### src/rtl/imufad_pkg.sv
// Shared types, register codes, thresholds and phase codes of the IMU fall and activity detector.
`default_nettype none

package imufad_pkg;

  // Payload field widths
  localparam int SAMPLE_W   = 16;
  localparam int TIME_W     = 32;

  // Configuration port and register widths
  localparam int CFG_DATA_W = 16;
  localparam int CFG_IDX_W  = 3;
  localparam int ACC_W      = 15;
  localparam int MS_W       = 16;
  localparam int CNT_W      = 4;
  localparam int SQ_CFG_W   = 2 * ACC_W;

  // Depth of the queue between classifier and sequencer
  localparam int QUEUE_DEPTH_DEF = 2;

  // Register indexes
  localparam logic [CFG_IDX_W-1:0] REG_FREEFALL_ACCEL  = 3'd0;
  localparam logic [CFG_IDX_W-1:0] REG_IMPACT_ACCEL    = 3'd1;
  localparam logic [CFG_IDX_W-1:0] REG_POST_ACCEL      = 3'd2;
  localparam logic [CFG_IDX_W-1:0] REG_GYRO_SUPPORT    = 3'd3;
  localparam logic [CFG_IDX_W-1:0] REG_FREEFALL_WIN_MS = 3'd4;
  localparam logic [CFG_IDX_W-1:0] REG_POST_IMPACT_MS  = 3'd5;
  localparam logic [CFG_IDX_W-1:0] REG_ALERT_MS        = 3'd6;
  localparam logic [CFG_IDX_W-1:0] REG_CONFIRM_SAMPLES = 3'd7;

  // Register reset values
  localparam logic [ACC_W-1:0] RST_FREEFALL_ACCEL  = 15'd768;
  localparam logic [ACC_W-1:0] RST_IMPACT_ACCEL    = 15'd4608;
  localparam logic [ACC_W-1:0] RST_POST_ACCEL      = 15'd3328;
  localparam logic [ACC_W-1:0] RST_GYRO_SUPPORT    = 15'd4096;
  localparam logic [MS_W-1:0]  RST_FREEFALL_WIN_MS = 16'd1500;
  localparam logic [MS_W-1:0]  RST_POST_IMPACT_MS  = 16'd1000;
  localparam logic [MS_W-1:0]  RST_ALERT_MS        = 16'd3000;
  localparam logic [CNT_W-1:0] RST_CONFIRM_SAMPLES = 4'd3;

  // Fixed motion thresholds, squared
  localparam logic [31:0] ACC_REST_ENTER_SQ = 32'(2944 * 2944);
  localparam logic [31:0] ACC_REST_EXIT_SQ  = 32'(3200 * 3200);
  localparam logic [31:0] ACC_HIGH_ENTER_SQ = 32'(4864 * 4864);
  localparam logic [31:0] ACC_HIGH_EXIT_SQ  = 32'(4352 * 4352);
  localparam logic [31:0] GYR_MOVE_ENTER_SQ = 32'(1126 * 1126);
  localparam logic [31:0] GYR_REST_SQ       = 32'(717 * 717);
  localparam logic [31:0] GYR_HIGH_ENTER_SQ = 32'(5120 * 5120);
  localparam logic [31:0] GYR_HIGH_EXIT_SQ  = 32'(4096 * 4096);

  // Motion classes
  localparam logic [1:0] CLS_REST = 2'd0;
  localparam logic [1:0] CLS_MOVE = 2'd1;
  localparam logic [1:0] CLS_HIGH = 2'd2;
  localparam logic [1:0] CLS_FALL = 2'd3;

  // Fall phases
  localparam logic [2:0] PH_NORMAL    = 3'd0;
  localparam logic [2:0] PH_FREE      = 3'd1;
  localparam logic [2:0] PH_IMPACT    = 3'd2;
  localparam logic [2:0] PH_CHECK     = 3'd3;
  localparam logic [2:0] PH_CONFIRMED = 3'd4;

  typedef struct packed {
    logic signed [SAMPLE_W-1:0] accel_x;
    logic signed [SAMPLE_W-1:0] accel_y;
    logic signed [SAMPLE_W-1:0] accel_z;
    logic signed [SAMPLE_W-1:0] gyro_x;
    logic signed [SAMPLE_W-1:0] gyro_y;
    logic signed [SAMPLE_W-1:0] gyro_z;
    logic [TIME_W-1:0]          time_ms;
  } in_item_t;

  typedef struct packed {
    logic [1:0] motion_class;
    logic [2:0] fall_phase;
  } out_item_t;

  // Register file contents plus squared thresholds
  typedef struct packed {
    logic [ACC_W-1:0]    freefall_accel;
    logic [ACC_W-1:0]    impact_accel;
    logic [ACC_W-1:0]    post_impact_accel;
    logic [ACC_W-1:0]    impact_gyro_support;
    logic [MS_W-1:0]     freefall_window_ms;
    logic [MS_W-1:0]     post_impact_ms;
    logic [MS_W-1:0]     alert_ms;
    logic [CNT_W-1:0]    confirm_samples;
    logic [SQ_CFG_W-1:0] freefall_sq;
    logic [SQ_CFG_W-1:0] impact_sq;
    logic [SQ_CFG_W-1:0] post_sq;
    logic [SQ_CFG_W-1:0] support_sq;
  } cfg_t;

  // Classified sample handed from front to back
  typedef struct packed {
    logic        ff_lt;
    logic        imp_ge;
    logic        post_ge;
    logic        g_move;
    logic        high;
    logic        moving;
    logic        resting;
    logic        stay_high;
    logic [31:0] g_sat;
  } flags_t;

endpackage

`default_nettype wire

### src/rtl/imufad_front.sv
// Front end: squares the sample axes, sums them and classifies against thresholds.
`default_nettype none

module imufad_front #(
  parameter int QW = $bits(imufad_pkg::flags_t) + imufad_pkg::TIME_W
) (
  input  wire logic                 clk,
  input  wire logic                 rst_n,
  input  wire logic                 in_valid,
  output logic                      in_stall,
  input  wire imufad_pkg::in_item_t in_data,
  input  wire imufad_pkg::cfg_t     cfg,
  output logic                      push,
  output logic [QW-1:0]             push_data,
  input  wire logic                 full
);
  import imufad_pkg::*;

  localparam int S  = SAMPLE_W;
  localparam int GW = 2 * S + 1;
  localparam int CW = (GW > SQ_CFG_W) ? GW : SQ_CFG_W;
  localparam int XW = GW + 32;

  logic [S-1:0]     raw [6];
  logic [S-1:0]     mag [6];
  logic [2*S-1:0]   sq_r [6];
  logic [TIME_W-1:0] time_r;
  logic             s1_v_r, s1_v_nxt;
  logic             in_acc;
  logic [GW-1:0]    a_sum, g_sum;
  logic [CW-1:0]    a_c, g_c;
  logic [XW-1:0]    g_x;
  flags_t           flags;

  // Take the magnitude of each axis
  always_comb begin
    raw[0] = S'($unsigned(in_data.accel_x));
    raw[1] = S'($unsigned(in_data.accel_y));
    raw[2] = S'($unsigned(in_data.accel_z));
    raw[3] = S'($unsigned(in_data.gyro_x));
    raw[4] = S'($unsigned(in_data.gyro_y));
    raw[5] = S'($unsigned(in_data.gyro_z));
    for (int i = 0; i < 6; i++) begin
      mag[i] = raw[i][S-1] ? (~raw[i] + S'(1)) : raw[i];
    end
  end

  // Hold the squares stage until the queue has room
  assign in_stall = s1_v_r && full;
  assign in_acc   = in_valid && !in_stall;
  assign push     = s1_v_r && !full;

  always_comb begin
    s1_v_nxt = s1_v_r;
    if (in_acc) begin
      s1_v_nxt = 1'b1;
    end else if (push) begin
      s1_v_nxt = 1'b0;
    end
  end

  always_ff @(posedge clk) begin
    if (!rst_n) begin
      s1_v_r <= 1'b0;
    end else begin
      s1_v_r <= s1_v_nxt;
    end
  end

  // Square each axis
  always_ff @(posedge clk) begin
    if (in_acc) begin
      for (int i = 0; i < 6; i++) begin
        sq_r[i] <= (2*S)'(mag[i]) * (2*S)'(mag[i]);
      end
      time_r <= in_data.time_ms;
    end
  end

  // Sum the squares and compare with the squared thresholds
  always_comb begin
    a_sum = GW'(sq_r[0]) + GW'(sq_r[1]) + GW'(sq_r[2]);
    g_sum = GW'(sq_r[3]) + GW'(sq_r[4]) + GW'(sq_r[5]);
    a_c   = CW'(a_sum);
    g_c   = CW'(g_sum);
    g_x   = XW'(g_sum);

    flags.ff_lt     = a_c <  CW'(cfg.freefall_sq);
    flags.imp_ge    = a_c >= CW'(cfg.impact_sq);
    flags.post_ge   = a_c >= CW'(cfg.post_sq);
    flags.g_move    = g_c >= CW'(GYR_MOVE_ENTER_SQ);
    flags.high      = (a_c >= CW'(ACC_HIGH_ENTER_SQ)) || (g_c >= CW'(GYR_HIGH_ENTER_SQ));
    flags.moving    = (a_c >= CW'(ACC_REST_EXIT_SQ)) || (g_c >= CW'(GYR_MOVE_ENTER_SQ));
    flags.resting   = (a_c <= CW'(ACC_REST_ENTER_SQ)) && (g_c <= CW'(GYR_REST_SQ));
    flags.stay_high = (a_c >= CW'(ACC_HIGH_EXIT_SQ)) || (g_c >= CW'(GYR_HIGH_EXIT_SQ));
    flags.g_sat     = (g_x[XW-1:32] != '0) ? 32'hFFFF_FFFF : g_x[31:0];
  end

  assign push_data = QW'({flags, time_r});

endmodule

`default_nettype wire

### config.mk
export PLATFORM = sky130hd
export DESIGN_NAME = imufad_front
export DESIGN_NICKNAME = d
export VERILOG_FILES = /design/src/rtl/imufad_pkg.sv /design/src/rtl/imufad_front.sv
export SDC_FILE = /design/constraint.sdc
export NUM_CORES = 2
export LEC_CHECK = 0
export ABC_AREA = 1
export BUFFER_PORTS_ARGS = -buffer_cell sky130_fd_sc_hd__clkbuf_2
export CAP_MARGIN = 25
export CORE_MARGIN = 2
export CORE_UTILIZATION = 40
export CTS_CLUSTER_SIZE = 8
export DETAILED_ROUTE_END_ITERATION = 7
export PLACE_DENSITY_LB_ADDON = 0.1
export SYNTH_ARGS = -nofsm -noshare
export SYNTH_HDL_FRONTEND = slang
export SYNTH_SLANG_ARGS = --single-unit
### constraint.sdc
create_clock -name clk -period 13.4 [get_ports clk]
set_input_delay 1.34 -clock clk [delete_from_list [all_inputs] [get_ports clk]]
set_output_delay 1.34 -clock clk [all_outputs]
set_load 0.03 [all_outputs]
==> results.py <==
metrics = {
    "synth": {
        "ys_seq_area_frac": 0.108,
        "avgSynthCellArea_um2": 8.12,
        "yosysUniqueCellTypes": 61,
        "synth_seq_cells": 219,
        "synth_cells": 7467,
        "netlist_area_um2": 60600,
        "synth-warning-count": 0,
    },
    "clocking": {
        "clock_latency_ns": 0.56,
        "cts_buffers": 36,
        "cts_buffer_depth": 3,
        "cts_max_level": 2,
        "ctsResizeCount": 0,
        "clkTransAtPathRegs_ns": 0.05,
        "cts_root_buffer": "clkbuf_16",
        "cts_setup_buffers": 0,
        "cts_hold_buf": 0,
        "cts_tree": "yes",
        "clock-sinks": 219,
    },
    "sta": {
        "fmax_ghz": 0.109,
        "worstMarginPinSlew_ns": 1.05,
        "fin_skew_ns": 0.0341,
        "timing.slew.headroom": 0.298,
        "slew_viol_final": 0,
        "period_share": 0.685,
        "hold_viol_final": 0,
        "rsz0062_at_grt": "no",
        "min_period_ns": 9.18,
        "setup_viol": 0,
        "setup_tns_ns": 0,
    },
    "detailed_routing": {
        "drc": 0,
        "post_drt_wl_per_cell_um": 16.9,
        "via_per_inst": 4.79,
        "first_iter_violations": 2278,
        "dr.pass1.iters": 6,
        "ant_nets": 0,
        "num_vias": 47244,
        "finalWirelength_um": 166000,
    },
    "die": {
        "core-area_um2": 150000,
        "rows": 142,
        "ioPinCount": 438,
        "initial_utilization": 0.404,
        "die_x_um": 393,
        "die-area_um2": 155000,
        "die_h_um": 393,
    },
    "global_route": {
        "overflow": 0,
        "track_usage": 0.223,
        "grt_pass1_vias": 50159,
        "grt_max_degree": 158,
        "antenna_found_initial": 7,
        "grt_pass1_wl_um": 270000,
    },
    "setup_path": {
        "critPathKind": "in -> reg",
        "crit_path_end_kind": "flip-flop",
        "reg2reg_depth": 5,
        "cp.arrival_ns": 9.48,
        "cp-start-kind": "input pin",
        "startpoint": "in_data[32]",
        "worstReg2RegStart": "s1_v_r",
        "worstPathRequired_ns": 13.70,
        "critPathMaxFanout": 17,
    },
    "placed_design": {
        "gp_congestion": 0.929,
        "dp_hpwl_um": 147000,
        "io_buffer_count": 295,
    },
    "status": {
        "run_status": "finished, final reports clean",
    },
    "finish": {
        "syn_to_final_growth_pct": 8.75,
        "nNetsFinal": 9960,
        "final_layout_size_suffix_gt1_frac": 0.0652,
    },
    "job": {
        "maxCapViolCount": 0,
    },
    "hold_path": {
        "min-delay-start": "s1_v_r",
        "hp-class": "reg -> reg",
        "whs_path_depth": 2,
    },
}
==> worst paths after layout <==
path	end	slack, ns
max	sq_r[5][30]	4.22
min reg2reg	s1_v_r	0.50
min	s1_v_r	0.50
max reg2reg	sq_r[2][4]	10.87
==> cells in the mapped netlist, drive strengths merged <==
master	n	area, um2
nand3b	20	154
clkinv	23	86.3
and2	11	70.1
nor2	691	2710
or2	20	125
a2111oi	1	8.76
a221oi	6	52.6
a211oi	5	37.5
o21a	16	120
xnor2	89	795
nor3b	2	15.0
buf	19	105
a21o	22	165
conb	2	7.51
o2111ai	5	43.8
fa	1043	20900
o211ai	17	128
or3	2	12.5
dfxtp	1	20.0
ha	729	9120
inv	2040	7660
o211a	1	10.0
nand3	215	1130
clkbuf	62	233
a21oi	294	1480
o31ai	4	30.0
nand4	46	318
a31o	5	43.8
o221ai	7	61.3
a21boi	7	52.6
nor3	77	497
o221a	3	33.8
a22oi	1	12.5
o21bai	18	135
xor2	157	1390
nor4	19	119
nand2	1407	5360
a31oi	16	100
o21ai	145	733
nor4b	1	8.76
edfxtp	218	6550
==> stage by stage <==
stage	std cells	instance area, um2	setup slack (ns)	utilization	hold slack, ns
after floorplan	7537	60900	1.97	-	0.463
after global placement	9801	64800	3.69	0.432	0.479
after detailed placement	9802	64800	3.70	0.432	0.501
after CTS	9853	65900	4.27	0.439	0.505
after global routing	9856	65900	3.63	0.439	0.529
final	9856	65900	4.22	0.439	0.496
==> per-layer routing <==
layer,global-route usage,wire (um),vias to the layer above
li1,-,-,23131
met1,0.302,75700,23190
met2,0.391,81200,783
met3,0.0165,6100,140
met4,0.0438,3300,0
met5,0,0,-
==> cell families (layout without fill, tap and decap cells) <==
family | count (synthesis) | count (layout) | synth area share
and+or+nand+nor | 2511 | 2511 | 0.173
buffers and inverters | 2144 | 2444 | 0.133
adders and majority gates | 1772 | 1772 | 0.495
AOI/OAI and AO/OA | 573 | 573 | 0.0535
xor gates and xnor gates | 246 | 246 | 0.0361
DFF | 219 | 219 | 0.108
other | 2 | 75 | 0.000124
==> flip-flops by register name, indices dropped and copies added (netlist names) <==
name / cells
s1_v_r: 1
time_r: 32
sq_r: 186
==> cells in the final DEF, fill, tap and decap left out, types with 87 or more instances in the layout <==
| cell | n |
|---|---|
| ha_1 | 729 |
| fa_1 | 1043 |
| inv_1 | 2026 |
| a21oi_1 | 293 |
| edfxtp_1 | 218 |
| o21ai_0 | 138 |
| xor2_1 | 153 |
| clkbuf_2 | 295 |
| nand2_1 | 1380 |
| nand3_1 | 205 |
| xnor2_1 | 87 |
| nor2_1 | 660 |
==> critical path, cell delays in order <==
cell	delay, ns
clkbuf_2	0.22
clkinv_1	0.56
ha_1	0.46
inv_1	0.08
nor3_1	0.05
nand3_1	0.09
nand2_1	0.09
nand2_1	0.13
xor2_1	0.59
clkinv_1	0.56
nor2_1	0.29
inv_1	0.10
fa_1	0.52
fa_1	0.61
fa_1	0.46
fa_1	0.58
fa_1	0.43
fa_1	0.49
inv_1	0.04
ha_1	0.35
a21oi_1	0.26
o21ai_0	0.12
inv_1	0.07
nand2_1	0.11
a21boi_0	0.49
o21ai_0	0.20
xor2_1	0.18
==> layout make-up <==
type / count / area, um2
fill: 15389 / 84200
multi-input combinational: 5174 / 46200
inverter: 2063 / 7740
sequential: 219 / 6570
tap: 2016 / 2520
timing repair buffer: 330 / 1750
clock buffer: 42 / 966
clock inverter: 9 / 105
antenna: 3 / 7.51
Power is left out: the tool's default activity adds up to more than one toggle a clock period on the data nets, which glitch-free logic cannot reach.
