File: src/rtl/imufad_pkg.sv
// Shared types, register codes, thresholds and phase codes of the IMU fall and activity detector.
`default_nettype none

package imufad_pkg;

  // Payload field widths
  localparam int SAMPLE_W   = 16;
  localparam int TIME_W     = 32;

  // Configuration port and register widths
  localparam int CFG_DATA_W = 16;
  localparam int CFG_IDX_W  = 3;
  localparam int ACC_W      = 15;
  localparam int MS_W       = 16;
  localparam int CNT_W      = 4;
  localparam int SQ_CFG_W   = 2 * ACC_W;

  // Depth of the queue between classifier and sequencer
  localparam int QUEUE_DEPTH_DEF = 2;

  // Register indexes
  localparam logic [CFG_IDX_W-1:0] REG_FREEFALL_ACCEL  = 3'd0;
  localparam logic [CFG_IDX_W-1:0] REG_IMPACT_ACCEL    = 3'd1;
  localparam logic [CFG_IDX_W-1:0] REG_POST_ACCEL      = 3'd2;
  localparam logic [CFG_IDX_W-1:0] REG_GYRO_SUPPORT    = 3'd3;
  localparam logic [CFG_IDX_W-1:0] REG_FREEFALL_WIN_MS = 3'd4;
  localparam logic [CFG_IDX_W-1:0] REG_POST_IMPACT_MS  = 3'd5;
  localparam logic [CFG_IDX_W-1:0] REG_ALERT_MS        = 3'd6;
  localparam logic [CFG_IDX_W-1:0] REG_CONFIRM_SAMPLES = 3'd7;

  // Register reset values
  localparam logic [ACC_W-1:0] RST_FREEFALL_ACCEL  = 15'd768;
  localparam logic [ACC_W-1:0] RST_IMPACT_ACCEL    = 15'd4608;
  localparam logic [ACC_W-1:0] RST_POST_ACCEL      = 15'd3328;
  localparam logic [ACC_W-1:0] RST_GYRO_SUPPORT    = 15'd4096;
  localparam logic [MS_W-1:0]  RST_FREEFALL_WIN_MS = 16'd1500;
  localparam logic [MS_W-1:0]  RST_POST_IMPACT_MS  = 16'd1000;
  localparam logic [MS_W-1:0]  RST_ALERT_MS        = 16'd3000;
  localparam logic [CNT_W-1:0] RST_CONFIRM_SAMPLES = 4'd3;

  // Fixed motion thresholds, squared
  localparam logic [31:0] ACC_REST_ENTER_SQ = 32'(2944 * 2944);
  localparam logic [31:0] ACC_REST_EXIT_SQ  = 32'(3200 * 3200);
  localparam logic [31:0] ACC_HIGH_ENTER_SQ = 32'(4864 * 4864);
  localparam logic [31:0] ACC_HIGH_EXIT_SQ  = 32'(4352 * 4352);
  localparam logic [31:0] GYR_MOVE_ENTER_SQ = 32'(1126 * 1126);
  localparam logic [31:0] GYR_REST_SQ       = 32'(717 * 717);
  localparam logic [31:0] GYR_HIGH_ENTER_SQ = 32'(5120 * 5120);
  localparam logic [31:0] GYR_HIGH_EXIT_SQ  = 32'(4096 * 4096);

  // Motion classes
  localparam logic [1:0] CLS_REST = 2'd0;
  localparam logic [1:0] CLS_MOVE = 2'd1;
  localparam logic [1:0] CLS_HIGH = 2'd2;
  localparam logic [1:0] CLS_FALL = 2'd3;

  // Fall phases
  localparam logic [2:0] PH_NORMAL    = 3'd0;
  localparam logic [2:0] PH_FREE      = 3'd1;
  localparam logic [2:0] PH_IMPACT    = 3'd2;
  localparam logic [2:0] PH_CHECK     = 3'd3;
  localparam logic [2:0] PH_CONFIRMED = 3'd4;

  typedef struct packed {
    logic signed [SAMPLE_W-1:0] accel_x;
    logic signed [SAMPLE_W-1:0] accel_y;
    logic signed [SAMPLE_W-1:0] accel_z;
    logic signed [SAMPLE_W-1:0] gyro_x;
    logic signed [SAMPLE_W-1:0] gyro_y;
    logic signed [SAMPLE_W-1:0] gyro_z;
    logic [TIME_W-1:0]          time_ms;
  } in_item_t;

  typedef struct packed {
    logic [1:0] motion_class;
    logic [2:0] fall_phase;
  } out_item_t;

  // Register file contents plus squared thresholds
  typedef struct packed {
    logic [ACC_W-1:0]    freefall_accel;
    logic [ACC_W-1:0]    impact_accel;
    logic [ACC_W-1:0]    post_impact_accel;
    logic [ACC_W-1:0]    impact_gyro_support;
    logic [MS_W-1:0]     freefall_window_ms;
    logic [MS_W-1:0]     post_impact_ms;
    logic [MS_W-1:0]     alert_ms;
    logic [CNT_W-1:0]    confirm_samples;
    logic [SQ_CFG_W-1:0] freefall_sq;
    logic [SQ_CFG_W-1:0] impact_sq;
    logic [SQ_CFG_W-1:0] post_sq;
    logic [SQ_CFG_W-1:0] support_sq;
  } cfg_t;

  // Classified sample handed from front to back
  typedef struct packed {
    logic        ff_lt;
    logic        imp_ge;
    logic        post_ge;
    logic        g_move;
    logic        high;
    logic        moving;
    logic        resting;
    logic        stay_high;
    logic [31:0] g_sat;
  } flags_t;

endpackage

`default_nettype wire

File: src/rtl/imufad_cfg.sv
// Configuration registers and their registered squares.
`default_nettype none

module imufad_cfg (
  input  wire logic                              clk,
  input  wire logic                              rst_n,
  input  wire logic                              cfg_we,
  input  wire logic [imufad_pkg::CFG_IDX_W-1:0]  cfg_idx,
  input  wire logic [imufad_pkg::CFG_DATA_W-1:0] cfg_data,
  output imufad_pkg::cfg_t                       cfg
);
  import imufad_pkg::*;

  logic [ACC_W-1:0]    ff_acc_r, imp_acc_r, post_acc_r, sup_r;
  logic [MS_W-1:0]     ff_win_r, post_ms_r, alert_r;
  logic [CNT_W-1:0]    confirm_r;
  logic [SQ_CFG_W-1:0] ff_sq_r, imp_sq_r, post_sq_r, sup_sq_r;

  // Write the addressed register
  always_ff @(posedge clk) begin
    if (!rst_n) begin
      ff_acc_r   <= RST_FREEFALL_ACCEL;
      imp_acc_r  <= RST_IMPACT_ACCEL;
      post_acc_r <= RST_POST_ACCEL;
      sup_r      <= RST_GYRO_SUPPORT;
      ff_win_r   <= RST_FREEFALL_WIN_MS;
      post_ms_r  <= RST_POST_IMPACT_MS;
      alert_r    <= RST_ALERT_MS;
      confirm_r  <= RST_CONFIRM_SAMPLES;
    end else if (cfg_we) begin
      case (cfg_idx)
        REG_FREEFALL_ACCEL:  ff_acc_r   <= cfg_data[ACC_W-1:0];
        REG_IMPACT_ACCEL:    imp_acc_r  <= cfg_data[ACC_W-1:0];
        REG_POST_ACCEL:      post_acc_r <= cfg_data[ACC_W-1:0];
        REG_GYRO_SUPPORT:    sup_r      <= cfg_data[ACC_W-1:0];
        REG_FREEFALL_WIN_MS: ff_win_r   <= cfg_data[MS_W-1:0];
        REG_POST_IMPACT_MS:  post_ms_r  <= cfg_data[MS_W-1:0];
        REG_ALERT_MS:        alert_r    <= cfg_data[MS_W-1:0];
        REG_CONFIRM_SAMPLES: confirm_r  <= cfg_data[CNT_W-1:0];
        default: ;
      endcase
    end
  end

  // Square the magnitude thresholds, registered in the cycle after the registers
  always_ff @(posedge clk) begin
    if (!rst_n) begin
      ff_sq_r   <= SQ_CFG_W'(RST_FREEFALL_ACCEL) * SQ_CFG_W'(RST_FREEFALL_ACCEL);
      imp_sq_r  <= SQ_CFG_W'(RST_IMPACT_ACCEL) * SQ_CFG_W'(RST_IMPACT_ACCEL);
      post_sq_r <= SQ_CFG_W'(RST_POST_ACCEL) * SQ_CFG_W'(RST_POST_ACCEL);
      sup_sq_r  <= SQ_CFG_W'(RST_GYRO_SUPPORT) * SQ_CFG_W'(RST_GYRO_SUPPORT);
    end else begin
      ff_sq_r   <= SQ_CFG_W'(ff_acc_r) * SQ_CFG_W'(ff_acc_r);
      imp_sq_r  <= SQ_CFG_W'(imp_acc_r) * SQ_CFG_W'(imp_acc_r);
      post_sq_r <= SQ_CFG_W'(post_acc_r) * SQ_CFG_W'(post_acc_r);
      sup_sq_r  <= SQ_CFG_W'(sup_r) * SQ_CFG_W'(sup_r);
    end
  end

  always_comb begin
    cfg.freefall_accel      = ff_acc_r;
    cfg.impact_accel        = imp_acc_r;
    cfg.post_impact_accel   = post_acc_r;
    cfg.impact_gyro_support = sup_r;
    cfg.freefall_window_ms  = ff_win_r;
    cfg.post_impact_ms      = post_ms_r;
    cfg.alert_ms            = alert_r;
    cfg.confirm_samples     = confirm_r;
    cfg.freefall_sq         = ff_sq_r;
    cfg.impact_sq           = imp_sq_r;
    cfg.post_sq             = post_sq_r;
    cfg.support_sq          = sup_sq_r;
  end

endmodule

`default_nettype wire

File: config.mk
export PLATFORM = sky130hd
export DESIGN_NAME = imufad_cfg
export DESIGN_NICKNAME = d
export VERILOG_FILES = /design/src/rtl/imufad_pkg.sv /design/src/rtl/imufad_cfg.sv
export SDC_FILE = /design/constraint.sdc
export NUM_CORES = 2
export LEC_CHECK = 0
export ABC_AREA = 1
export BUFFER_PORTS_ARGS = -buffer_cell sky130_fd_sc_hd__buf_4
export CORE_UTILIZATION = 57
export DETAILED_ROUTE_END_ITERATION = 12
export HOLD_SLACK_MARGIN = 0.15
export PLACE_DENSITY = 0.79
export SYNTH_ARGS = -nofsm -noshare
export SYNTH_HDL_FRONTEND = slang
export SYNTH_SLANG_ARGS = --single-unit
File: constraint.sdc
create_clock -name clk -period 5.55 [get_ports clk]
set_input_delay 0.2775 -clock clk [delete_from_list [all_inputs] [get_ports clk]]
set_output_delay 0.2775 -clock clk [all_outputs]
set_load 0.02 [all_outputs]
==> metrics.csv <==
metric;value;unit
status;completed;
dp_hpwl;73.1;mm
syn_to_final_growth;13.1;%
dr.pass1.iters;6;
synth_fa_ha_area_frac;0.455;
synth.area.mux_share;0;
synth_area;34000;um^2
period_minus_slack;5.31;ns
first_global_vias;29264;
synth_seq_cells;228;
die_y;246;um
clockBufferDepth;3;
cp_max_fo;8;
placedCellCount;5532;
route.met2.wl;42.5;mm
hold_end;ff_acc_r[8];
required;5.97;ns
clk_pin_slew;0.07;ns
ys_top_cells_by_area;fa_1 (32%), ha_1 (14%), inv_1 (14%);
yosys.area.top_type;fa_1;
min_path_cells;6;
dp_worst_setup_slack;0.0381;ns
yosys_warnings;0;
end_kind;flip-flop;
critPathKind;reg2reg;
synth_edf_count;0;
hold_ws;0.189;ns
drc_errors;0;
initial_core_util;0.577;
ios;254;
min-delay-start;cfg_idx[1];
syn_inst;4532;
hold_violations;0;
start_kind;flip-flop;
synth_top_family_by_area;adder cells;
cts_tree;built;
synth_cell_types;43;
routed_wl;90.2;mm
synth.avg_cell_area;7.51;um^2
fin_nets;5743;
tightest_slew;0.989;ns
drv_slew;0;
drv_cap;0;
setup_viol;0;
gr-usage-all-layers;0.310;
post_cts_buffers;0;
slew-limit-headroom;0.340;
num_rows;89;
clock-root-buffer;clkbuf_16;
top_layer_used;met5;
die_x;246;um
synth_xor_area_frac;0.0111;
clk_latency;0.60;ns
p_leak;23.6;nW
fin_skew;0.0200;ns
r2r-end;ff_sq_r[19];
antenna_found_initial;3;
postRouteAntennaNets;0;
r2r_slack;0.24;ns
vias;28458;
reg2regPathDepth;24;
vdd_ir_drop_max;236;uV
async_flop_share;0;
finalCritPeriodShare;0.956;
r2r_start;ff_acc_r[2];
grt_pass1_wl;149;mm
place.port_buffers;249;
finalPower;5.79;mW
cts.sink_count;228;
drive_gt1_frac;0.111;
drt_iter0_drc;1778;
met3WireLength;6.16;mm
cts_buffers;29;
worstPathArrival;5.73;ns
min_path_type;in2reg;
gp_congestion;0.935;
dieArea;60700;um^2
fmax;188;MHz
gr-total-overflow;0;
synth_top_area_frac;0.318;
synth_seq_area_share;0.134;
synth_compound_area_frac;0.0549;
coreArea;59000;um^2
synth-simple-area-share;0.195;
wl_met1;37.9;mm
stdcell_count;5607;
post_drt_wl_per_cell;16.1;um
synth-main-ff-cell;dfxtp_1;
cts-htree-levels;1;
finish.utilization;0.653;
grt_max_degree;94;
setup_ws;0.244;ns
viasPerCell;5.08;
power_per_cell_area;150;nW/um^2
[critical path, stage by stage, from the launching register on]
cell and delay (ns):
dfxtp_2 0.38, nand2_1 0.12, inv_1 0.07, fa_1 0.52, inv_1 0.05, fa_1 0.53
inv_1 0.06, fa_1 0.50, inv_1 0.05, fa_1 0.52, inv_1 0.05, fa_1 0.48
inv_1 0.06, fa_1 0.48, inv_1 0.04, ha_2 0.38, nand2_2 0.09, nor2_2 0.14
nand3_1 0.11, nand3_2 0.13, inv_1 0.05, nor2_1 0.12, nor2_1 0.05, nand2_1 0.05
nand3_1 0.09
[cells in the final DEF, fill, tap and decap left out, types with 5 or more instances in the layout]
master and count:
clkinv_2 6, xor2_1 24, o21a_1 5, dfxtp_1 186, nor3_1 14, dlygate4sd3_1 18
o211ai_1 5, a21oi_2 6, ha_2 9, a21oi_1 155, nand3_1 117, and2_1 11
nand2_2 25, dfxtp_4 5, nor2_2 20, clkbuf_16 29, xnor2_1 19, nor2_1 313
dfxtp_2 37, o21ai_0 141, buf_4 338, nand2_1 1107, inv_2 7, inv_1 1226
o21bai_1 22, ha_1 360, nor2_4 12, nand3_2 6, fa_1 540, or2_2 6
a21boi_0 5
[where the power goes]
| part | leakage [nW] | switching, mW | internal [mW] |
|---|---|---|---|
| Combinational | 21.2 | 1.21 | 0.722 |
| Sequential | 1.87 | 0.0915 | 1.75 |
| Clock | 0.475 | 0.864 | 1.16 |
[worst max-delay path by stage]
stage                               from  slack [ns]            end  cells past startpoint
final                        ff_acc_r[2]        0.24    ff_sq_r[19]                     24
after global routing      post_acc_r[10]       -0.03  post_sq_r[23]                     22
after CTS                   imp_acc_r[2]       0.001   imp_sq_r[28]                     24
after detailed placement    imp_acc_r[2]        0.04   imp_sq_r[29]                     19
after global placement      imp_acc_r[2]        0.08   imp_sq_r[20]                     23
after floorplan            post_acc_r[8]        0.15  post_sq_r[15]                     21
[cell families (layout without fill, tap and decap cells)]
family                   count (synthesis)  in the layout
XOR/XNOR                                43             43
AO/OA/AOI/OAI                          348            348
flip-flops                             228            228
buffers and inverters                 1350           1645
adder cells (fa/ha/maj)                913            913
AND/OR/NAND/NOR                       1649           1649
other                                    1              8
[cells in the mapped netlist, types with 4 or more instances]
cell type / n
a21boi_0: 5
a21o_1: 4
a21oi_1: 158
and2_1: 11
buf_1: 4
buf_2: 19
buf_4: 4
clkbuf_1: 88
dfxtp_1: 228
fa_1: 541
ha_1: 372
inv_1: 1226
inv_2: 7
nand2_1: 1118
nand2_2: 14
nand3_1: 121
nand4_1: 4
nor2_1: 327
nor2_2: 9
nor2_4: 9
nor3_1: 14
o211ai_1: 5
o21a_1: 5
o21ai_0: 141
o21bai_1: 22
or2_2: 6
xnor2_1: 19
xor2_1: 24
[layout make-up]
class | instances | area, um^2
clock inverter | 21 | 246
antenna | 4 | 10.0
fill | 5088 | 20500
sequential | 228 | 4630
inverter | 1234 | 4630
tap | 773 | 967
clock buffer | 32 | 737
timing repair buffer | 358 | 2740
multi-input combinational | 2957 | 24500
[layer usage]
layer | vias up | GRT usage
met4 | 4 | 0.124
met1 | 13545 | 0.407
met3 | 191 | 0.0438
met2 | 922 | 0.516
li1 | 13796 | -
met5 | - | 0
[flip-flops by register name, summed over array words and instances, names as in the netlist]
signal and count:
alert_r 16, confirm_r 4, ff_acc_r 15, ff_sq_r 29
ff_win_r 16, imp_acc_r 15, imp_sq_r 29, post_acc_r 15
post_ms_r 16, post_sq_r 29, sup_r 15, sup_sq_r 29
[what timing repair did]
| item | in CTS | in global routing |
|---|---|---|
| endpoints found under the setup margin | 0 | 73 |
| endpoints found under the hold margin | 116 | 0 |
| hold buffers | 18 | 0 |
| gates resized for setup | 0 | 99 |
[stage by stage]
step | TNS, ns | instance area (um^2)
finish | 0 | 38500
global placement | 0 | 37100
detailed placement | 0 | 37100
CTS | 0 | 38300
global route | -0.0374 | 38500
floorplan | 0 | 34100
(Power assumes the default switching activity.)
