[src/rtl/imufad_pkg.sv]
// Shared types, register codes, thresholds and phase codes of the IMU fall and activity detector.
`default_nettype none

package imufad_pkg;

  // Payload field widths
  localparam int SAMPLE_W   = 16;
  localparam int TIME_W     = 32;

  // Configuration port and register widths
  localparam int CFG_DATA_W = 16;
  localparam int CFG_IDX_W  = 3;
  localparam int ACC_W      = 15;
  localparam int MS_W       = 16;
  localparam int CNT_W      = 4;
  localparam int SQ_CFG_W   = 2 * ACC_W;

  // Depth of the queue between classifier and sequencer
  localparam int QUEUE_DEPTH_DEF = 2;

  // Register indexes
  localparam logic [CFG_IDX_W-1:0] REG_FREEFALL_ACCEL  = 3'd0;
  localparam logic [CFG_IDX_W-1:0] REG_IMPACT_ACCEL    = 3'd1;
  localparam logic [CFG_IDX_W-1:0] REG_POST_ACCEL      = 3'd2;
  localparam logic [CFG_IDX_W-1:0] REG_GYRO_SUPPORT    = 3'd3;
  localparam logic [CFG_IDX_W-1:0] REG_FREEFALL_WIN_MS = 3'd4;
  localparam logic [CFG_IDX_W-1:0] REG_POST_IMPACT_MS  = 3'd5;
  localparam logic [CFG_IDX_W-1:0] REG_ALERT_MS        = 3'd6;
  localparam logic [CFG_IDX_W-1:0] REG_CONFIRM_SAMPLES = 3'd7;

  // Register reset values
  localparam logic [ACC_W-1:0] RST_FREEFALL_ACCEL  = 15'd768;
  localparam logic [ACC_W-1:0] RST_IMPACT_ACCEL    = 15'd4608;
  localparam logic [ACC_W-1:0] RST_POST_ACCEL      = 15'd3328;
  localparam logic [ACC_W-1:0] RST_GYRO_SUPPORT    = 15'd4096;
  localparam logic [MS_W-1:0]  RST_FREEFALL_WIN_MS = 16'd1500;
  localparam logic [MS_W-1:0]  RST_POST_IMPACT_MS  = 16'd1000;
  localparam logic [MS_W-1:0]  RST_ALERT_MS        = 16'd3000;
  localparam logic [CNT_W-1:0] RST_CONFIRM_SAMPLES = 4'd3;

  // Fixed motion thresholds, squared
  localparam logic [31:0] ACC_REST_ENTER_SQ = 32'(2944 * 2944);
  localparam logic [31:0] ACC_REST_EXIT_SQ  = 32'(3200 * 3200);
  localparam logic [31:0] ACC_HIGH_ENTER_SQ = 32'(4864 * 4864);
  localparam logic [31:0] ACC_HIGH_EXIT_SQ  = 32'(4352 * 4352);
  localparam logic [31:0] GYR_MOVE_ENTER_SQ = 32'(1126 * 1126);
  localparam logic [31:0] GYR_REST_SQ       = 32'(717 * 717);
  localparam logic [31:0] GYR_HIGH_ENTER_SQ = 32'(5120 * 5120);
  localparam logic [31:0] GYR_HIGH_EXIT_SQ  = 32'(4096 * 4096);

  // Motion classes
  localparam logic [1:0] CLS_REST = 2'd0;
  localparam logic [1:0] CLS_MOVE = 2'd1;
  localparam logic [1:0] CLS_HIGH = 2'd2;
  localparam logic [1:0] CLS_FALL = 2'd3;

  // Fall phases
  localparam logic [2:0] PH_NORMAL    = 3'd0;
  localparam logic [2:0] PH_FREE      = 3'd1;
  localparam logic [2:0] PH_IMPACT    = 3'd2;
  localparam logic [2:0] PH_CHECK     = 3'd3;
  localparam logic [2:0] PH_CONFIRMED = 3'd4;

  typedef struct packed {
    logic signed [SAMPLE_W-1:0] accel_x;
    logic signed [SAMPLE_W-1:0] accel_y;
    logic signed [SAMPLE_W-1:0] accel_z;
    logic signed [SAMPLE_W-1:0] gyro_x;
    logic signed [SAMPLE_W-1:0] gyro_y;
    logic signed [SAMPLE_W-1:0] gyro_z;
    logic [TIME_W-1:0]          time_ms;
  } in_item_t;

  typedef struct packed {
    logic [1:0] motion_class;
    logic [2:0] fall_phase;
  } out_item_t;

  // Register file contents plus squared thresholds
  typedef struct packed {
    logic [ACC_W-1:0]    freefall_accel;
    logic [ACC_W-1:0]    impact_accel;
    logic [ACC_W-1:0]    post_impact_accel;
    logic [ACC_W-1:0]    impact_gyro_support;
    logic [MS_W-1:0]     freefall_window_ms;
    logic [MS_W-1:0]     post_impact_ms;
    logic [MS_W-1:0]     alert_ms;
    logic [CNT_W-1:0]    confirm_samples;
    logic [SQ_CFG_W-1:0] freefall_sq;
    logic [SQ_CFG_W-1:0] impact_sq;
    logic [SQ_CFG_W-1:0] post_sq;
    logic [SQ_CFG_W-1:0] support_sq;
  } cfg_t;

  // Classified sample handed from front to back
  typedef struct packed {
    logic        ff_lt;
    logic        imp_ge;
    logic        post_ge;
    logic        g_move;
    logic        high;
    logic        moving;
    logic        resting;
    logic        stay_high;
    logic [31:0] g_sat;
  } flags_t;

endpackage

`default_nettype wire

[src/rtl/imufad_queue.sv]
// Short queue of classified samples between front end and sequencer.
`default_nettype none

module imufad_queue #(
  parameter int W     = $bits(imufad_pkg::flags_t) + imufad_pkg::TIME_W,
  parameter int DEPTH = imufad_pkg::QUEUE_DEPTH_DEF
) (
  input  wire logic         clk,
  input  wire logic         rst_n,
  input  wire logic         push,
  input  wire logic [W-1:0] push_data,
  output logic              full,
  input  wire logic         pop,
  output logic [W-1:0]      pop_data,
  output logic              nonempty
);
  localparam int PW = (DEPTH > 1) ? $clog2(DEPTH) : 1;
  localparam int NW = $clog2(DEPTH + 1);

  logic [W-1:0]  mem_r [DEPTH];
  logic [PW-1:0] wr_ptr_r, rd_ptr_r;
  logic [NW-1:0] cnt_r, cnt_nxt;

  assign full     = (cnt_r == NW'(DEPTH));
  assign nonempty = (cnt_r != '0);
  assign pop_data = mem_r[rd_ptr_r];

  // Store a request
  always_ff @(posedge clk) begin
    if (push) begin
      mem_r[wr_ptr_r] <= push_data;
    end
  end

  always_comb begin
    cnt_nxt = cnt_r;
    if (push && !pop) begin
      cnt_nxt = cnt_r + NW'(1);
    end else if (pop && !push) begin
      cnt_nxt = cnt_r - NW'(1);
    end
  end

  // Advance the pointers
  always_ff @(posedge clk) begin
    if (!rst_n) begin
      wr_ptr_r <= '0;
      rd_ptr_r <= '0;
      cnt_r    <= '0;
    end else begin
      cnt_r <= cnt_nxt;
      if (push) begin
        wr_ptr_r <= (wr_ptr_r == PW'(DEPTH - 1)) ? '0 : wr_ptr_r + PW'(1);
      end
      if (pop) begin
        rd_ptr_r <= (rd_ptr_r == PW'(DEPTH - 1)) ? '0 : rd_ptr_r + PW'(1);
      end
    end
  end

endmodule

`default_nettype wire

[config.mk]
export PLATFORM = sky130hd
export DESIGN_NAME = imufad_queue
export DESIGN_NICKNAME = d
export VERILOG_FILES = /design/src/rtl/imufad_pkg.sv /design/src/rtl/imufad_queue.sv
export SDC_FILE = /design/constraint.sdc
export NUM_CORES = 1
export LEC_CHECK = 0
export BUFFER_PORTS_ARGS = -buffer_cell sky130_fd_sc_hd__buf_2
export CAP_MARGIN = 20
export CORE_ASPECT_RATIO = 0.5
export CORE_MARGIN = 2
export CORE_UTILIZATION = 30
export DETAILED_ROUTE_END_ITERATION = 10
export SLEW_MARGIN = 40
export SYNTH_ARGS = -nofsm -noshare
export SYNTH_HDL_FRONTEND = slang
export SYNTH_SLANG_ARGS = --single-unit
[constraint.sdc]
create_clock -name clk -period 5.45 [get_ports clk]
set_clock_uncertainty 0.15 [all_clocks]
set_input_delay 1.09 -clock clk [delete_from_list [all_inputs] [get_ports clk]]
set_output_delay 1.09 -clock clk [all_outputs]
set_load 0.01 [all_outputs]
==> flow_metrics.py, run 1 <==
metrics = {
    "drt": {
        "routed_wl_mm": 10.8,
        "vias_per_cell": 4.20,
        "ant_nets": 0,
        "drt_iter0_drc": 155,
        "dr_total_vias": 2774,
        "first_pass_iters": 4,
        "wl_per_cell_um": 16.3,
        "drcViolationCount": 0,
    },
    "power": {
        "peakVddDrop_uv": 175,
        "powerDensity_nw_per_um2": 381,
        "power.leakage_nw": 2.62,
    },
    "setup_path": {
        "r2r-start": "wr_ptr_r",
        "endpoint_kind": "primary output",
        "path_max_fanout": 32,
        "cp.required_ns": 4.21,
        "endpoint": "pop_data[32]",
        "worstRegToRegCells": 2,
        "start_kind": "register",
        "worst_r2r_endpoint": "mem_r[0][37]",
        "arrival_ns": 1.64,
        "rrSetupSlack_ns": 3.87,
        "critPathKind": "reg2out",
    },
    "cts": {
        "hold_buffers": 0,
        "clk-insertion-delay-late_ns": 0.40,
        "htree_levels": 4,
        "cts_inserted_buffers": 17,
        "ctsResizeCount": 0,
        "clockBufferDepth": 2,
        "cts_tree": "yes",
        "cts.sinks": 149,
        "post_cts_buffers": 0,
        "cts-root-buf": "clkbuf_16",
        "path_clk_slew_ns": 0.06,
    },
    "cells_and_area": {
        "final_cell_mix": "buf_2 (149), edfxtp_1 (144), mux2_2 (72)",
        "finalInstanceArea_um2": 7060,
        "drive_gt1_share_pct": 61.3,
        "num-fill-cells": 1597,
        "fin_util_pct": 40.2,
        "final_common_cell": "buf_2",
        "regArea_um2": 4430,
        "nets": 488,
        "multi_input_area_um2": 938,
        "area_delta_synth_final_pct": 29.8,
    },
    "timing": {
        "tns_ns": 0,
        "maxSlewViolCount": 0,
        "slew_headroom_pct": 51.7,
        "grt_setup_unrepaired": "no",
        "setup_ws_ns": 2.57,
        "setup_viol": 0,
        "fmax_ghz": 0.347,
        "tightest_slew_ns": 0.725,
        "fin_crit_ns": 2.88,
        "fin_crit_sh_pct": 52.9,
        "finalHoldViolations": 0,
    },
    "floorplanning": {
        "rows": 34,
        "die_w_um": 194,
        "start_util_pct": 31.0,
        "pin_count": 150,
        "coreArea_um2": 17600,
        "die_area_um2": 19300,
        "die_h_um": 99.2,
    },
    "placement": {
        "preCtsSetupSlack_ns": 2.94,
        "port_buffers": 149,
        "gp_congestion": 0.682,
        "place_hpwl_mm": 7.24,
        "postPlaceCellArea_um2": 6500,
    },
    "status": {
        "status": "finished clean",
    },
    "synth": {
        "synth_xor_xnor_area_share_pct": 0.483,
        "netlist_instances": 246,
        "synth_compound_area_share_pct": 0.368,
        "syn_area_um2": 5440,
        "synthAdderAreaFrac_pct": 0.230,
        "synth-seq-cells": 149,
        "synth_nets": 323,
        "synth_seq_area_share_pct": 81.3,
        "synth_top_family_by_area": "multiplexers",
        "synthDistinctLibCells": 17,
        "yosysWarnings": 0,
        "synth_simple_gate_area_share_pct": 1.08,
        "syn_area_per_cell_um2": 22.1,
        "synthMuxAreaShare_pct": 14.9,
    },
    "grt": {
        "grt_first_pass_wirelength_mm": 16.2,
        "track_usage_pct": 11.2,
        "overflow": 0,
        "grt_max_degree": 74,
        "grt_pass1_vias": 2990,
        "antenna_found_initial": 3,
    },
    "worst_hold_path": {
        "min_path_type": "reg2reg",
        "whs_path_depth": 2,
    },
    "flow_run": {
        "max_cap_violations": 0,
    },
}
[synthesized netlist by cell type]
cell type	n	area share [%]
dfxtp_1	5	1.8
o21ai_0	1	0.092
or3_1	1	0.12
o21a_1	1	0.14
edfxtp_1	144	79
buf_4	1	0.14
a21boi_1	1	0.14
buf_6	7	1.4
ha_1	1	0.23
or2_2	1	0.12
xor2_1	2	0.32
nor2b_1	2	0.23
xnor2_1	1	0.16
and2b_2	1	0.16
mux2_2	72	15
and2_1	4	0.46
inv_1	1	0.069
[worst min-delay path by stage]
stage / from / endpoint / slack (ns)
after CTS: cnt_r[1] / cnt_r[1] / 0.36
after floorplan: cnt_r[1] / cnt_r[1] / 0.31
after global routing: cnt_r[1] / cnt_r[1] / 0.39
final: cnt_r[1] / cnt_r[1] / 0.36
after global placement: cnt_r[1] / cnt_r[1] / 0.34
after detailed placement: cnt_r[1] / cnt_r[1] / 0.35
[report_power, final]
| group | internal [W] | switching (W) |
|---|---|---|
| Clock | 0.000632 | 0.000458 |
| Sequential | 0.00132 | 0.0000175 |
| Combinational | 0.000129 | 0.000133 |
| Total | 0.00208 | 0.000609 |
[cells by family (layout without fill, tap and decap cells)]
group	after synthesis	count (layout)
buf+inv	9	187
other cells	0	3
flops	149	149
fa+ha+maj	1	1
xor+xnor	3	3
simple gates	9	9
mux	72	72
compound gates	3	3
[metal layers]
layer / wire [µm] / up-vias / track usage (%)
li1: - / 1305 / -
met1: 4270 / 1419 / 12.3
met2: 6080 / 43 / 21.1
met3: 369 / 7 / 2.75
met4: 90 / 0 / 4.79
met5: 0 / - / 0
[worst max-delay path, stage by stage (launching register included)]
cell	delay, ns
dfxtp_4	0.46
buf_12	0.24
mux2_2	0.36
buf_2	0.15
[flip-flops by register name, summed over array words and instances, names as in the netlist, named ones only]
name      cells
cnt_r         2
mem_r       144
rd_ptr_r      1
wr_ptr_r      1
[stage by stage]
step           instances  hold slack, ns  power, W
5_1_grt              659           0.388   0.00279
4_1_cts              658           0.356   0.00273
6_report             661           0.358   0.00269
3_3_place_gp         622           0.336   0.00162
2_1_floorplan        246           0.311   0.00152
3_5_place_dp         626           0.348   0.00163
[final cells by class]
class	instances	area share (%)
sequential	149	62.7
clock inverter	14	1.81
antenna	3	0.106
multi-input combinational	88	13.3
inverter	1	0.0531
clock buffer	18	6.08
tap	234	4.14
timing repair buffer	154	11.8
(Power assumes the default switching activity.)
==> run 2, diff against run 1 <==
--- a/config.mk
+++ b/config.mk
@@ -5,6 +5,7 @@
 export SDC_FILE = /design/constraint.sdc
 export NUM_CORES = 1
 export LEC_CHECK = 0
+export ABC_AREA = 1
 export BUFFER_PORTS_ARGS = -buffer_cell sky130_fd_sc_hd__buf_2
 export CAP_MARGIN = 20
 export CORE_ASPECT_RATIO = 0.5
==> constraint.sdc (replaced) <==
create_clock -name clk -period 2.4 [get_ports clk]
set_clock_uncertainty 0.15 [all_clocks]
set_input_delay 0.48 -clock clk [delete_from_list [all_inputs] [get_ports clk]]
set_output_delay 0.48 -clock clk [all_outputs]
set_load 0.01 [all_outputs]
==> run 2 against run 1 <==
Compared with the run above: via count increased by 0.25%; clock power rose by 140%; synthesized cell count rose by 5.3%; wire length fell by 4.6%; synthesized area up 6.1%; critical path type unchanged; sequential share of layout area shrank 2.6 points.
==> flow_metrics.py, run 2 <==
metrics = {
    "status": {
        "status": "finished clean",
    },
    "grt": {
        "grt_first_pass_wirelength_mm": 15.6,
        "overflow": 0,
        "grt_max_degree": 73,
        "track_usage_pct": 10.2,
        "grt_pass1_vias": 2873,
        "antenna_found_initial": 1,
    },
    "drt": {
        "drcViolationCount": 0,
        "dr_total_vias": 2781,
        "vias_per_cell": 4.00,
        "wl_per_cell_um": 14.8,
        "drt_iter0_drc": 102,
        "ant_nets": 0,
        "routed_wl_mm": 10.3,
        "first_pass_iters": 4,
    },
    "cells_and_area": {
        "final_cell_mix": "buf_2 (149), edfxtp_1 (144), mux2_4 (70)",
        "fin_util_pct": 39.6,
        "antennaDiodeCount": 0,
        "final_common_cell": "buf_2",
        "drive_gt1_share_pct": 58.9,
        "top_regs": "mem_r (144), cnt_r (2)",
        "nets": 500,
        "num-fill-cells": 1718,
        "largest_reg_flops": 144,
        "top_register": "mem_r",
        "area_delta_synth_final_pct": 27.6,
    },
    "synth": {
        "synth-seq-cells": 149,
        "netlist_instances": 259,
        "synthTopCellsByArea": "edfxtp_1 (75%), mux2_4 (18%), buf_12 (2.4%), dfxtp_1 (1.7%), nand2_1 (0.58%)",
        "synth_enable_flop_cells": 144,
        "syn_area_per_cell_um2": 22.3,
        "synthDistinctLibCells": 14,
        "async_flop_share_pct": 0,
        "ys.flop_type": "edfxtp_1",
        "synth_seq_area_share_pct": 76.6,
        "synth.largest_area_cell": "edfxtp_1",
        "synth_top_area_share_pct": 74.9,
        "yosysWarnings": 0,
        "synth_most_common_cell": "edfxtp_1",
        "syn_area_um2": 5780,
        "synth.top_cells.by_count": "edfxtp_1 (144), mux2_4 (70), nand2_1 (9)",
        "synth_nets": 336,
    },
    "setup_path": {
        "path_max_fanout": 40,
        "cp.required_ns": 1.77,
        "arrival_ns": 1.59,
        "critPathKind": "reg2out",
        "worstRegToRegCells": 3,
        "start_kind": "register",
        "endpoint_kind": "primary output",
    },
    "floorplanning": {
        "pin_count": 150,
        "die_w_um": 200,
        "die_area_um2": 20400,
        "rows": 35,
        "start_util_pct": 31.0,
        "coreArea_um2": 18600,
        "die_h_um": 102,
    },
    "cts": {
        "cts_tree": "yes",
        "path_clk_slew_ns": 0.07,
        "clk-insertion-delay-late_ns": 0.40,
        "htree_levels": 4,
        "hold_buffers": 0,
        "cts_inserted_buffers": 17,
        "clockBufferDepth": 2,
        "ctsResizeCount": 0,
        "cts-root-buf": "clkbuf_16",
        "cts.sinks": 149,
        "post_cts_buffers": 0,
    },
    "timing": {
        "maxSlewViolCount": 0,
        "tightest_slew_ns": 0.459,
        "slew_headroom_pct": 69.4,
        "fin_crit_ns": 2.22,
        "fmax_ghz": 0.451,
        "tns_ns": 0,
        "setup_viol": 0,
        "grt_setup_unrepaired": "no",
        "fin_crit_sh_pct": 92.5,
        "finalHoldViolations": 0,
    },
    "power": {
        "power.leakage_nw": 2.91,
        "powerDensity_nw_per_um2": 847,
        "peakVddDrop_uv": 469,
    },
    "placement": {
        "port_buffers": 149,
        "gp_congestion": 0.666,
        "place_hpwl_mm": 6.87,
    },
    "flow_run": {
        "max_cap_violations": 0,
    },
    "worst_hold_path": {
        "whs_path_depth": 1,
        "min_path_type": "in2reg",
    },
}
## run 2: cell count changes after synthesis, moves of 4 or more
cell,previous run,this run
nand2_1,0,9
buf_6,7,1
mux2_4,0,70
and2_1,4,0
mux2_2,72,2
buf_12,0,7
inv_1,1,8
nor2_1,0,8
## run 2: critical path: stages, from the launching register on
cell and delay, ns:
dfxtp_4 0.37, buf_12 0.26, mux2_2 0.37, buf_2 0.14
## run 2: power breakdown
group | switching, W | leakage (nW) | internal, W
clock | 0.00105 | 0.271 | 0.00155
sequential | 0.0000356 | 1.39 | 0.00301
combinational | 0.000293 | 1.25 | 0.000314
## run 2: metal layers
layer | routed length [µm] | part of all wire, % | vias to the layer above | GRT usage (%)
li1 | - | - | 1331 | -
met1 | 4120 | 40 | 1395 | 11.2
met2 | 5620 | 55 | 44 | 18.6
met3 | 412 | 4.0 | 11 | 3.41
met4 | 148 | 1.4 | 0 | 4.42
met5 | 0 | 0 | - | 0
## run 2: kinds of logic after synthesis
kind of cell               Yosys count  synth area share, %
DFF                                149                 76.6
muxes                               72                 18.6
and+or+nand+nor                     19                 1.30
buffers and inverters               16                 3.14
AOI/OAI and AO/OA                    2                0.173
adders and majority gates            1                0.217
## run 2: worst paths after layout
path / end / slack (ns) / from
max reg2reg: mem_r[1][3] / 0.87 / wr_ptr_r
max: pop_data[51] / 0.18 / register
min: mem_r[1][28] / 0.11 / push_data[28]
min reg2reg: rd_ptr_r / 0.36 / rd_ptr_r
## run 2: cell type report
class                      instances  area (µm²)  share of cell area, %
timing repair buffer             153         826                   11.2
inverter                           8        33.8                  0.458
tap                              259         324                   4.40
clock buffer                      19         433                   5.87
multi-input combinational         94        1180                   16.0
clock inverter                    13         149                   2.02
sequential                       149        4430                   60.1
## run 2: per-stage QoR
stage          total power [W]  hold WS, ns  instance area, µm²  instances  worst slack [ns]
2_1_floorplan          0.00350        0.313                5790        259             0.226
3_3_place_gp           0.00371        0.328                6790        663             0.599
3_5_place_dp           0.00372        0.341                6790        663             0.589
4_1_cts                0.00635       0.0844                7370        695             0.145
5_1_grt                0.00649       0.0827                7370        695             0.107
6_report               0.00625        0.107                7370        695             0.180
==> run 3, diff against run 2 <==
--- a/config.mk
+++ b/config.mk
@@ -6,12 +6,12 @@
 export NUM_CORES = 1
 export LEC_CHECK = 0
 export ABC_AREA = 1
-export BUFFER_PORTS_ARGS = -buffer_cell sky130_fd_sc_hd__buf_2
 export CAP_MARGIN = 20
 export CORE_ASPECT_RATIO = 0.5
-export CORE_MARGIN = 2
+export CORE_MARGIN = 1.5
 export CORE_UTILIZATION = 30
 export DETAILED_ROUTE_END_ITERATION = 10
+export DONT_BUFFER_PORTS = 1
 export SLEW_MARGIN = 40
 export SYNTH_ARGS = -nofsm -noshare
 export SYNTH_HDL_FRONTEND = slang
==> run 3 against run 2 <==
Compared with the run above: clock power is 6% lower; maximum frequency is 0.70% lower; non-clock buffer count is 76 lower; setup slack worse by 0.016 ns; die area is 1.5% lower; design area is 0.93% lower; utilization is 0.37 points lower; largest cell class unchanged; highest routed layer unchanged.
==> flow_metrics.py, run 3 (same netlist as run 2, synthesis figures left out) <==
metrics = {
    "status": {
        "status": "finished clean",
    },
    "cells_and_area": {
        "nets": 424,
        "top_register": "mem_r",
        "final_cell_mix": "edfxtp_1 (144), dlygate4sd3_1 (72), mux2_4 (70)",
        "drive_gt1_share_pct": 30.6,
        "largest_reg_flops": 144,
        "antennaDiodeCount": 0,
        "final_common_cell": "edfxtp_1",
        "area_delta_synth_final_pct": 26.4,
        "top_regs": "mem_r (144), cnt_r (2)",
    },
    "timing": {
        "fin_crit_ns": 2.24,
        "slew_headroom_pct": 65.3,
        "tns_ns": 0,
        "fin_crit_sh_pct": 93.1,
        "tightest_slew_ns": 0.521,
        "fmax_ghz": 0.447,
        "maxSlewViolCount": 0,
        "setup_viol": 0,
        "finalHoldViolations": 0,
        "grt_setup_unrepaired": "no",
    },
    "setup_path": {
        "path_max_fanout": 33,
        "endpoint": "pop_data[18]",
        "cp_cell_sequence": "buf_12, mux2_4",
        "start_kind": "register",
        "slowest_delay_ns": 0.51,
        "critPathKind": "reg2out",
        "worst_path_max_delay_cell": "dfxtp_4",
        "r2r-start": "wr_ptr_r",
        "rrSetupSlack_ns": 0.78,
        "arrival_ns": 1.61,
        "endpoint_kind": "primary output",
        "cp.required_ns": 1.77,
        "worstRegToRegCells": 3,
        "worst_r2r_endpoint": "mem_r[1][62]",
    },
    "drt": {
        "wl_per_cell_um": 16.9,
        "drt_iter0_drc": 133,
        "dr_total_vias": 2531,
        "drcViolationCount": 0,
        "routed_wl_mm": 10.5,
        "ant_nets": 0,
        "vias_per_cell": 4.10,
        "first_pass_iters": 4,
    },
    "floorplanning": {
        "die_h_um": 101,
        "die_w_um": 199,
        "start_util_pct": 31.0,
        "pin_count": 150,
        "coreArea_um2": 18600,
        "rows": 35,
        "die_area_um2": 20100,
    },
    "cts": {
        "clockBufferDepth": 2,
        "cts-root-buf": "clkbuf_16",
        "cts.sinks": 149,
        "cts_inserted_buffers": 17,
        "htree_levels": 4,
        "path_clk_slew_ns": 0.06,
        "post_cts_buffers": 0,
        "clk-insertion-delay-late_ns": 0.41,
        "cts_tree": "yes",
    },
    "power": {
        "power.leakage_nw": 2.61,
        "report.power.total_w": 0.00605,
        "peakVddDrop_uv": 400,
        "powerDensity_nw_per_um2": 828,
    },
    "placement": {
        "place_hpwl_mm": 7.02,
        "port_buffers": 0,
        "gp_congestion": 0.670,
    },
    "grt": {
        "antenna_found_initial": 0,
        "grt_max_degree": 73,
        "overflow": 0,
        "track_usage_pct": 10.5,
        "grt_first_pass_wirelength_mm": 15.4,
        "grt_pass1_vias": 2638,
    },
    "flow_run": {
        "max_cap_violations": 0,
    },
    "worst_hold_path": {
        "min_path_type": "in2reg",
    },
}
==> run 3: cell count changes in the layout (fill, tap and decap cells not counted) <==
cell,before,now
inv_8,1,2
buf_4,0,2
bufinv_16,2,0
dlygate4sd3_1,0,72
buf_2,149,0
inv_6,4,6
buf_12,4,3
clkbuf_1,2,0
==> run 3: how the worst min path moves through the flow <==
stage                         from        to  slack (ns)  cells past startpoint
after global routing         rst_n  wr_ptr_r       0.004                      2
after floorplan           rd_ptr_r  register        0.31                      2
after global placement    rd_ptr_r  rd_ptr_r        0.34                      2
after detailed placement  rd_ptr_r  rd_ptr_r        0.36                      2
after CTS                    rst_n  wr_ptr_r       0.008                      2
final                        rst_n  wr_ptr_r        0.03                      2
==> run 3: layer usage <==
metal | vias up | share of wire [%] | track usage, %
met2 | 52 | 57 | 19.2
met3 | 15 | 4.7 | 4.12
li1 | 1182 | - | -
met5 | - | 0 | 0
met1 | 1282 | 37 | 11.1
met4 | 0 | 1.3 | 4.08
==> run 3: repair_timing <==
item | CTS | global route
hold endpoints to repair | 144 | 0
gates resized for setup | 0 | 0
hold buffers | 72 | 0
==> run 3: per-stage QoR <==
stage	hold slack [ns]	cell area (µm²)	setup slack, ns	instances	util, %
final	0.0311	7300	0.165	618	39.2
after global routing	0.00401	7300	0.0866	618	39.2
after CTS	0.00762	7300	0.127	618	39.2
after detailed placement	0.361	6040	0.580	515	32.5
after global placement	0.336	6040	0.598	515	32.5
after floorplan	0.313	5790	0.226	259	-
==> run 3: final cells by class <==
class                   count  area (µm²)
multi-input cells          94        1180
inverters                   8        33.8
clock inverters            14         118
fillers                  1658       11300
flip-flops and latches    149        4430
repair buffers             77         796
clock buffers              17         425
well taps                 259         324
==> run 3: critical path, delay by kind of cell (launching register included) <==
family,cells,cell delay (ns)
flops,1,0.51
mux,1,0.35
buf+inv,1,0.29
==> run 3: power breakdown <==
part / internal, W / switching (W)
Clock: 0.00135 / 0.00110
Sequential: 0.00301 / 0.0000452
Combinational: 0.000280 / 0.000270
Total: 0.00463 / 0.00142
